--- src/rtl/core/tkpbh_pkg.sv ---
// ============================================================================
// Top-K points by height: shared definitions
// Sizes of the kept list and coordinate format, and the point record type.
// ============================================================================
package tkpbh_pkg;

	localparam int KEEP_COUNT  = 8;
	localparam int COORD_WIDTH = 24;
	localparam int RANK_WIDTH  = 3;
	localparam int CNT_W       = $clog2(KEEP_COUNT + 1);
	localparam int IDX_W       = (KEEP_COUNT > 1) ? $clog2(KEEP_COUNT) : 1;

	typedef logic signed [COORD_WIDTH-1:0] coord_t;

	typedef struct packed {
		coord_t x;
		coord_t y;
		coord_t z;
	} point_t;

endpackage

--- src/rtl/core/top_k_points_by_height_core.sv ---
// ============================================================================
// Top-K points by height core
// Keeps the highest points of a frame in a sorted register list and streams
// them out, highest first, once the frame has ended.
// ============================================================================
// Order: input register, then kept list; at a frame end, drain buffer, then
// output register. Throughput: one point per cycle unless the input stalls;
// a frame drains at one result per cycle while out_stall is low, and a second
// frame end waits while the previous frame is still draining.
// Reset: the list and all valid flags are cleared; stored coordinates are not.
module top_k_points_by_height_core (
	input  logic                                clk,
	input  logic                                arst_n,
	input  logic                                in_valid,
	output logic                                in_stall,
	input  logic signed [tkpbh_pkg::COORD_WIDTH-1:0] pos_x,
	input  logic signed [tkpbh_pkg::COORD_WIDTH-1:0] pos_y,
	input  logic signed [tkpbh_pkg::COORD_WIDTH-1:0] pos_z,
	input  logic                                frame_end,
	output logic                                out_valid,
	input  logic                                out_stall,
	output logic signed [tkpbh_pkg::COORD_WIDTH-1:0] out_x,
	output logic signed [tkpbh_pkg::COORD_WIDTH-1:0] out_y,
	output logic signed [tkpbh_pkg::COORD_WIDTH-1:0] out_z,
	output logic [tkpbh_pkg::RANK_WIDTH-1:0]    rank,
	output logic                                run_end
);
	import tkpbh_pkg::*;

	logic             valid_s1;
	point_t           pt_s1;
	logic             fend_s1;

	point_t           kept_q [KEEP_COUNT];
	logic [CNT_W-1:0] kept_cnt_q;

	point_t           drain_q [KEEP_COUNT];
	logic [CNT_W-1:0] drain_cnt_q;
	logic [IDX_W-1:0] drain_idx_q;
	logic             drain_busy_q;

	logic             out_valid_q;
	point_t           out_pt_q;
	logic [RANK_WIDTH-1:0] rank_q;
	logic             run_end_q;

	logic             adv;
	logic             accept;
	logic             out_load;
	logic             drain_last;
	logic [KEEP_COUNT-1:0] ge;
	point_t           next_list [KEEP_COUNT];
	logic [CNT_W-1:0] next_cnt;

	assign adv      = valid_s1 && (!fend_s1 || !drain_busy_q);
	assign in_stall = valid_s1 && !adv;
	assign accept   = in_valid && !in_stall;
	assign out_load = drain_busy_q && (!out_valid_q || !out_stall);
	assign drain_last = ((CNT_W'(drain_idx_q) + CNT_W'(1)) == drain_cnt_q);

	always_comb begin
		for (int i = 0; i < KEEP_COUNT; i++) begin
			ge[i] = (CNT_W'(i) < kept_cnt_q) && (kept_q[i].z >= pt_s1.z);
		end
		next_list[0] = ge[0] ? kept_q[0] : pt_s1;
		for (int i = 1; i < KEEP_COUNT; i++) begin
			if (ge[i]) begin
				next_list[i] = kept_q[i];
			end else if (ge[i-1]) begin
				next_list[i] = pt_s1;
			end else begin
				next_list[i] = kept_q[i-1];
			end
		end
		if (kept_cnt_q == CNT_W'(KEEP_COUNT)) begin
			next_cnt = kept_cnt_q;
		end else begin
			next_cnt = kept_cnt_q + CNT_W'(1);
		end
	end

	always_ff @(posedge clk or negedge arst_n) begin
		if (!arst_n) begin
			valid_s1     <= 1'b0;
			kept_cnt_q   <= '0;
			drain_busy_q <= 1'b0;
			drain_cnt_q  <= '0;
			drain_idx_q  <= '0;
			out_valid_q  <= 1'b0;
		end else begin
			if (accept) begin
				valid_s1 <= 1'b1;
			end else if (adv) begin
				valid_s1 <= 1'b0;
			end
			if (adv) begin
				kept_cnt_q <= fend_s1 ? '0 : next_cnt;
			end
			if (adv && fend_s1) begin
				drain_busy_q <= 1'b1;
				drain_cnt_q  <= next_cnt;
				drain_idx_q  <= '0;
			end else if (out_load) begin
				drain_idx_q <= drain_idx_q + IDX_W'(1);
				if (drain_last) begin
					drain_busy_q <= 1'b0;
				end
			end
			if (out_load) begin
				out_valid_q <= 1'b1;
			end else if (!out_stall) begin
				out_valid_q <= 1'b0;
			end
		end
	end

	always_ff @(posedge clk) begin
		if (accept) begin
			pt_s1.x <= pos_x;
			pt_s1.y <= pos_y;
			pt_s1.z <= pos_z;
			fend_s1 <= frame_end;
		end
		if (adv && !fend_s1) begin
			for (int i = 0; i < KEEP_COUNT; i++) begin
				kept_q[i] <= next_list[i];
			end
		end
		if (adv && fend_s1) begin
			for (int i = 0; i < KEEP_COUNT; i++) begin
				drain_q[i] <= next_list[i];
			end
		end
		if (out_load) begin
			out_pt_q  <= drain_q[drain_idx_q];
			rank_q    <= RANK_WIDTH'(drain_idx_q);
			run_end_q <= drain_last;
		end
	end

	assign out_valid = out_valid_q;
	assign out_x     = out_pt_q.x;
	assign out_y     = out_pt_q.y;
	assign out_z     = out_pt_q.z;
	assign rank      = rank_q;
	assign run_end   = run_end_q;

	a_kept_bound: assert property (@(posedge clk) disable iff (!arst_n)
		kept_cnt_q <= CNT_W'(KEEP_COUNT))
		else $error("kept list count beyond capacity");

	a_drain_idx: assert property (@(posedge clk) disable iff (!arst_n)
		drain_busy_q |-> (CNT_W'(drain_idx_q) < drain_cnt_q))
		else $error("drain index past the stored frame");

	a_stall_cause: assert property (@(posedge clk) disable iff (!arst_n)
		in_stall |-> (valid_s1 && fend_s1 && drain_busy_q))
		else $error("input stalled without a pending frame end");

	a_frame_clear: assert property (@(posedge clk) disable iff (!arst_n)
		(adv && fend_s1) |=> (kept_cnt_q == '0) && drain_busy_q)
		else $error("frame end did not hand over and clear the list");

endmodule
--- config.mk ---
export PLATFORM = sky130hd
export DESIGN_NAME = top_k_points_by_height_core
export DESIGN_NICKNAME = d
export VERILOG_FILES = /design/src/rtl/core/tkpbh_pkg.sv /design/src/rtl/core/top_k_points_by_height_core.sv
export SDC_FILE = /design/constraint.sdc
export NUM_CORES = 2
export LEC_CHECK = 0
export BUFFER_PORTS_ARGS = -buffer_cell sky130_fd_sc_hd__buf_2
export CORE_AREA = 2 2 348 350
export CTS_CLUSTER_SIZE = 24
export DETAILED_ROUTE_END_ITERATION = 10
export DIE_AREA = 0 0 350 352
export GPL_ROUTABILITY_DRIVEN = 0
export PLACE_DENSITY = 0.66
export SLEW_MARGIN = 20
export SYNTH_ARGS = -nofsm -noshare
export SYNTH_HDL_FRONTEND = slang
export SYNTH_SLANG_ARGS = --single-unit
--- constraint.sdc ---
create_clock -name clk -period 51 [get_ports clk]
set_clock_uncertainty 0.2 [all_clocks]
set_input_delay 5.1 -clock clk [delete_from_list [all_inputs] [get_ports clk]]
set_output_delay 5.1 -clock clk [all_outputs]
set_load 0.01 [all_outputs]
### Yosys cells after proc, flatten, opt, wreduce, memory -nomap -nowiden

Memory sizes are Yosys's and may differ from the RTL's. A register that Yosys moved wholly into a read port is not among the register bits.
Cells that the tools add are included.

* register bits: 91
* memory bits (writable): 1152
* input port bits: 77
* output and inout bits: 78
* memories kept: 2

Memories
* drain_q: depth 8, width 72, rd ports 1, clocked after Yosys merged registers in 1, write ports 8, RTL line top_k_points_by_height_core.sv:37 `point_t drain_q [KEEP_COUNT];`
* kept_q: depth 8, width 72, rd ports 8, clocked after Yosys merged registers in 0, write ports 8, RTL line top_k_points_by_height_core.sv:34 `point_t kept_q [KEEP_COUNT];`

* add/subtract/negate cells: 3
* magnitude comparators: 16
* equal/unequal tests: 3
* multiplexer cells: 30
* reductions and logical operators: 26

Operators by type and width (count)
* 2-to-1 mux 72 bit: 15
* >= comparator 24 bit: 8
* less-than comparator 3 x 4 -> 1 bit (first input constant): 4
* logical AND 1 bit: 14
* 2-to-1 mux 1 bit: 11
* less-than comparator 1 x 4 -> 1 bit (first input constant): 2
* less-than comparator 2 x 4 -> 1 bit (first input constant): 2
* 2-to-1 mux 4 bit: 2
* logical NOT 1 bit: 6
* 2-to-1 mux 3 bit: 2
* nonzero test 2 bit: 3
* adder 3 x 1 -> 4 bit (second input constant): 1
* adder 4 x 1 -> 4 bit (second input constant): 1
* == test 4 bit: 1
* == test 4 bit (second input constant): 1
* adder 3 x 1 -> 3 bit (second input constant): 1
* logical OR 1 bit: 2
* != test 2 x 1 -> 1 bit (second input constant): 1
* AND reduction 2 bit: 1

### Logic depth before layout (Yosys ltp)

* word-level depth: 8
* mapped depth: 13
* gate-level depth less buffers: 10

### Worst setup path after synthesis

OpenSTA, ideal clock, no wires.

* kind: register to register
* start: register drain_busy_q
* end: register drain_cnt_q[1]
* library setup time: 0.153 ns
* data arrival time: 18.299 ns
* setup slack: 32.349 ns
* stages on the path, launching flop included: 4
* buffers on the path: 1
* period minus slack after synthesis: 18.651 ns
* cells stage by stage: dfrtp_1 > nor2_1 > buf_1 > mux2_2

* cells in the longest elaborated chain, start to end: 4

RTL lines
* from (decl): RTL line top_k_points_by_height_core.sv:40 `logic drain_busy_q;`
* from (signal assigned): RTL line top_k_points_by_height_core.sv:86 `drain_busy_q <= 1'b0;`
* from (signal assigned): RTL line top_k_points_by_height_core.sv:100 `drain_busy_q <= 1'b1;`
* from (signal assigned): RTL line top_k_points_by_height_core.sv:106 `drain_busy_q <= 1'b0;`
* logical NOT 1 bit: RTL line top_k_points_by_height_core.sv:55 `assign adv = valid_s1 && (!fend_s1 || !drain_busy_q);`
* logical OR 1 bit: RTL line top_k_points_by_height_core.sv:55
* logical AND 1 bit: RTL line top_k_points_by_height_core.sv:55
* logical AND 1 bit: RTL line top_k_points_by_height_core.sv:99 `if (adv && fend_s1) begin`
* to (signal assigned): RTL line top_k_points_by_height_core.sv:101 `drain_cnt_q <= next_cnt;`
* to (decl): RTL line top_k_points_by_height_core.sv:38 `logic [CNT_W-1:0] drain_cnt_q;`

No other way between the ends.
A chain may end at the register's enable or synchronous reset.

### Final worst setup path

* start: register drain_busy_q
* end: output in_stall

* cells in the longest elaborated chain, start to end: 5

RTL lines
* logical NOT 1 bit: RTL line top_k_points_by_height_core.sv:55
* logical OR 1 bit: RTL line top_k_points_by_height_core.sv:55
* logical AND 1 bit: RTL line top_k_points_by_height_core.sv:55
* logical NOT 1 bit: RTL line top_k_points_by_height_core.sv:56 `assign in_stall = valid_s1 && !adv;`
* logical AND 1 bit: RTL line top_k_points_by_height_core.sv:56
* to (decl): RTL line top_k_points_by_height_core.sv:15 `output logic in_stall,`

No other way between the ends.

==> results.py <==
metrics = {
    "sta": {
        "fin_crit_sh_pct": 13.5,
        "tightest_slew_ps": 1110,
        "rsz0062_at_grt": "no",
        "setup_violations": 0,
        "relSlewSlack_pct": 26.0,
        "fmax_mhz": 145,
        "slew_viol_final": 0,
        "post-route-min-period_ps": 6890,
        "hold_viol": 0,
        "setup_tns_ps": 0,
    },
    "placement": {
        "port_buffers": 154,
        "hpwlAfterDp_microns": 77800,
        "dp_cells": 5418,
    },
    "detailed_routing": {
        "vias": 33500,
        "drtPass1Iterations": 5,
        "wl_microns": 135000,
        "drtIter0Drc": 3148,
        "wl_per_cell_microns": 23.8,
        "drc_errors": 0,
        "via_per_inst": 5.91,
        "ant_nets": 0,
    },
    "finish": {
        "drive_above_1_share_pct": 20.7,
        "area_growth_pct": 11.5,
        "finalNonFillerCells": 5671,
        "nNetsFinal": 4221,
    },
    "critical_path": {
        "path_max_fanout": 6,
        "path_class": "reg2out",
        "startpoint": "drain_busy_q",
        "required_ps": 45700,
        "r2r_slack_ps": 45350,
        "cp-end-kind": "primary output",
        "r2r_cells": 11,
        "startpoint_type": "flop",
        "r2r_start": "pt_s1[22]",
        "timing.rr.end": "drain_q[2][46]",
        "worst_ep_arrival_time_ps": 1590,
    },
    "synthesis": {
        "syn_avg_cell_area_sq_um": 15.6,
        "synth_area_leaders": "edfxtp_1, mux2i_1, mux2_2",
        "synth_edf_count": 1301,
        "synthArstFlopShare_pct": 1.06,
        "synth_area_sq_mm": 0.0595,
        "yosysSeqAreaShare_pct": 66.3,
        "synthFlopType": "edfxtp_1",
        "synth_most_common_cell": "edfxtp_1",
        "synth.distinct_cells": 52,
        "yosys.area.top_type": "edfxtp_1",
        "netlist.area_leader.share_pct": 65.7,
        "synth.net_count": 4094,
        "syn_inst": 3822,
        "ys_top_cells_by_count": "edfxtp_1, mux2i_1, a21oi_1, mux2_2, nor2_1",
        "ys_ff_latch": 1315,
        "ys_warn_count": 0,
    },
    "global_route": {
        "grt_pass1_wl_microns": 206000,
        "grt_pass1_vias": 33500,
        "grt_max_degree": 216,
        "antenna_found_initial": 4,
        "grtUsageMet2_pct": 34.1,
        "grt.busiest_layer": "met2",
        "grt_remaining_overflow": 0,
        "gr-usage-met1_pct": 31.9,
        "grt_use_met3_pct": 3.87,
        "grt_usage_pct": 21.9,
    },
    "die": {
        "start_util_pct": 49.8,
        "die_h_microns": 352,
        "fp.dieW_microns": 350,
        "rows": 127,
        "die-area_sq_mm": 0.123,
        "core_sq_mm": 0.119,
        "ioPinCount": 155,
    },
    "hold_path": {
        "hold_class": "reg2reg",
        "min_from": "drain_cnt_q[0]",
        "holdPathEnd": "drain_cnt_q[0]",
        "min_path_cells": 1,
    },
    "power": {
        "leakage_nw": 24.4,
        "finalPower_mw": 4.05,
        "power_density_mw_per_mm2": 61.0,
        "vdd_drop_max_v": 0.0000511,
    },
    "outcome": {
        "status": "finished, final reports clean",
    },
    "clocking": {
        "cts_tree": "built",
        "h-tree-depth": 4,
        "cts.sinks": 1315,
        "cts_hold_repair.buffers": 0,
        "clockBufferDepth": 3,
        "cts.clk_slew.worst_paths_ps": 60,
        "cts-root-buf": "clkbuf_16",
        "cts.repair.resized": 0,
        "insertion_delay_ps": 760,
        "numCtsBuffers": 141,
        "cts_setup_buffers": 0,
    },
    "job": {
        "max_cap_viol_count": 0,
    },
}
-- worst max path at each step --
stage	to	slack, ps	cells after the start
floorplan	drain_cnt_q[1]	32350	3
global placement	drain_idx_q[2]	43560	7
detailed placement	drain_idx_q[2]	43560	7
CTS	in_stall	44050	3
global route	in_stall	43990	3
finish	in_stall	44110	3
-- registers in the layout, summed over array words and instances, names as in the netlist --
| signal | flops |
|---|---|
| drain_busy_q | 1 |
| out_z | 24 |
| rank | 3 |
| drain_q | 576 |
| kept_q | 576 |
| drain_cnt_q | 4 |
| pt_s1 | 72 |
| out_valid | 1 |
| valid_s1 | 1 |
| out_x | 24 |
| kept_cnt_q | 4 |
| drain_idx_q | 3 |
| fend_s1 | 1 |
| out_y | 24 |
| run_end | 1 |
-- report_power, final --
| part | internal [mW] | leakage, nW | switching [mW] |
|---|---|---|---|
| registers | 1.65 | 12.3 | 0.151 |
| logic | 0.521 | 9.95 | 0.740 |
| clock network | 0.552 | 2.14 | 0.432 |
| total | 2.73 | 24.4 | 1.32 |
-- layout make-up --
type | count | area, sq um
Fill cell | 9381 | 53000
Clock inverter | 81 | 732
Sequential cell | 1315 | 39400
Inverter | 45 | 176
Timing Repair Buffer | 201 | 1190
Clock buffer | 170 | 3700
Multi-Input combinational cell | 2245 | 19100
Antenna cell | 2 | 5.00
Tap cell | 1612 | 2020
-- cell usage in the layout (no fill, tap or decap), types with 16 or more instances in the layout --
cell type  synthesis  routed
edfxtp_1        1301    1301
mux2i_1          340     340
a21oi_1          312     311
mux2_2           289     289
nor2_1           275     272
ha_1             195     195
nand2_1          180     180
buf_2             27     154
mux4_2           144     144
clkbuf_16          0     143
o21ai_0          121     121
a221o_1           73      73
and3_1            72      72
o21ai_1           49      49
inv_1             45      44
nand4_1           44      44
buf_4              4      41
clkinv_1           0      39
a21o_1            30      30
clkbuf_1         153      25
nand3_1           22      22
clkinv_2           0      16
-- per-layer routing --
layer / wire length, microns / share of wire (%)
met5: 27 / 0.020
met2: 62800 / 47
met3: 8990 / 6.7
met1: 60000 / 45
met4: 2880 / 2.1
-- kinds of logic after synthesis --
group | share of synthesized area [%]
adder cells (fa/ha/maj) | 4.10
XOR/XNOR | 0.118
AND/OR/NAND/NOR | 4.69
AO/OA/AOI/OAI | 6.33
multiplexers | 16.7
flip-flops | 66.3
buffers and inverters | 1.81
-- through the flow --
stage               util [%]  setup slack, ps  hold slack [ps]  cell area, sq um
finish                  55.6            44110              341             66300
global route            55.6            43990              363             66300
CTS                     55.6            44050              341             66300
detailed placement      51.8            43560              328             61900
global placement        51.8            43560              312             61900
floorplan                  -            32350              251             59500
-- critical path, stage by stage, from the launching register on --
cell     delay (ps)
dfrtp_1         460
nand3_1         170
inv_1            80
buf_2           130
(Power assumes the default switching activity.)
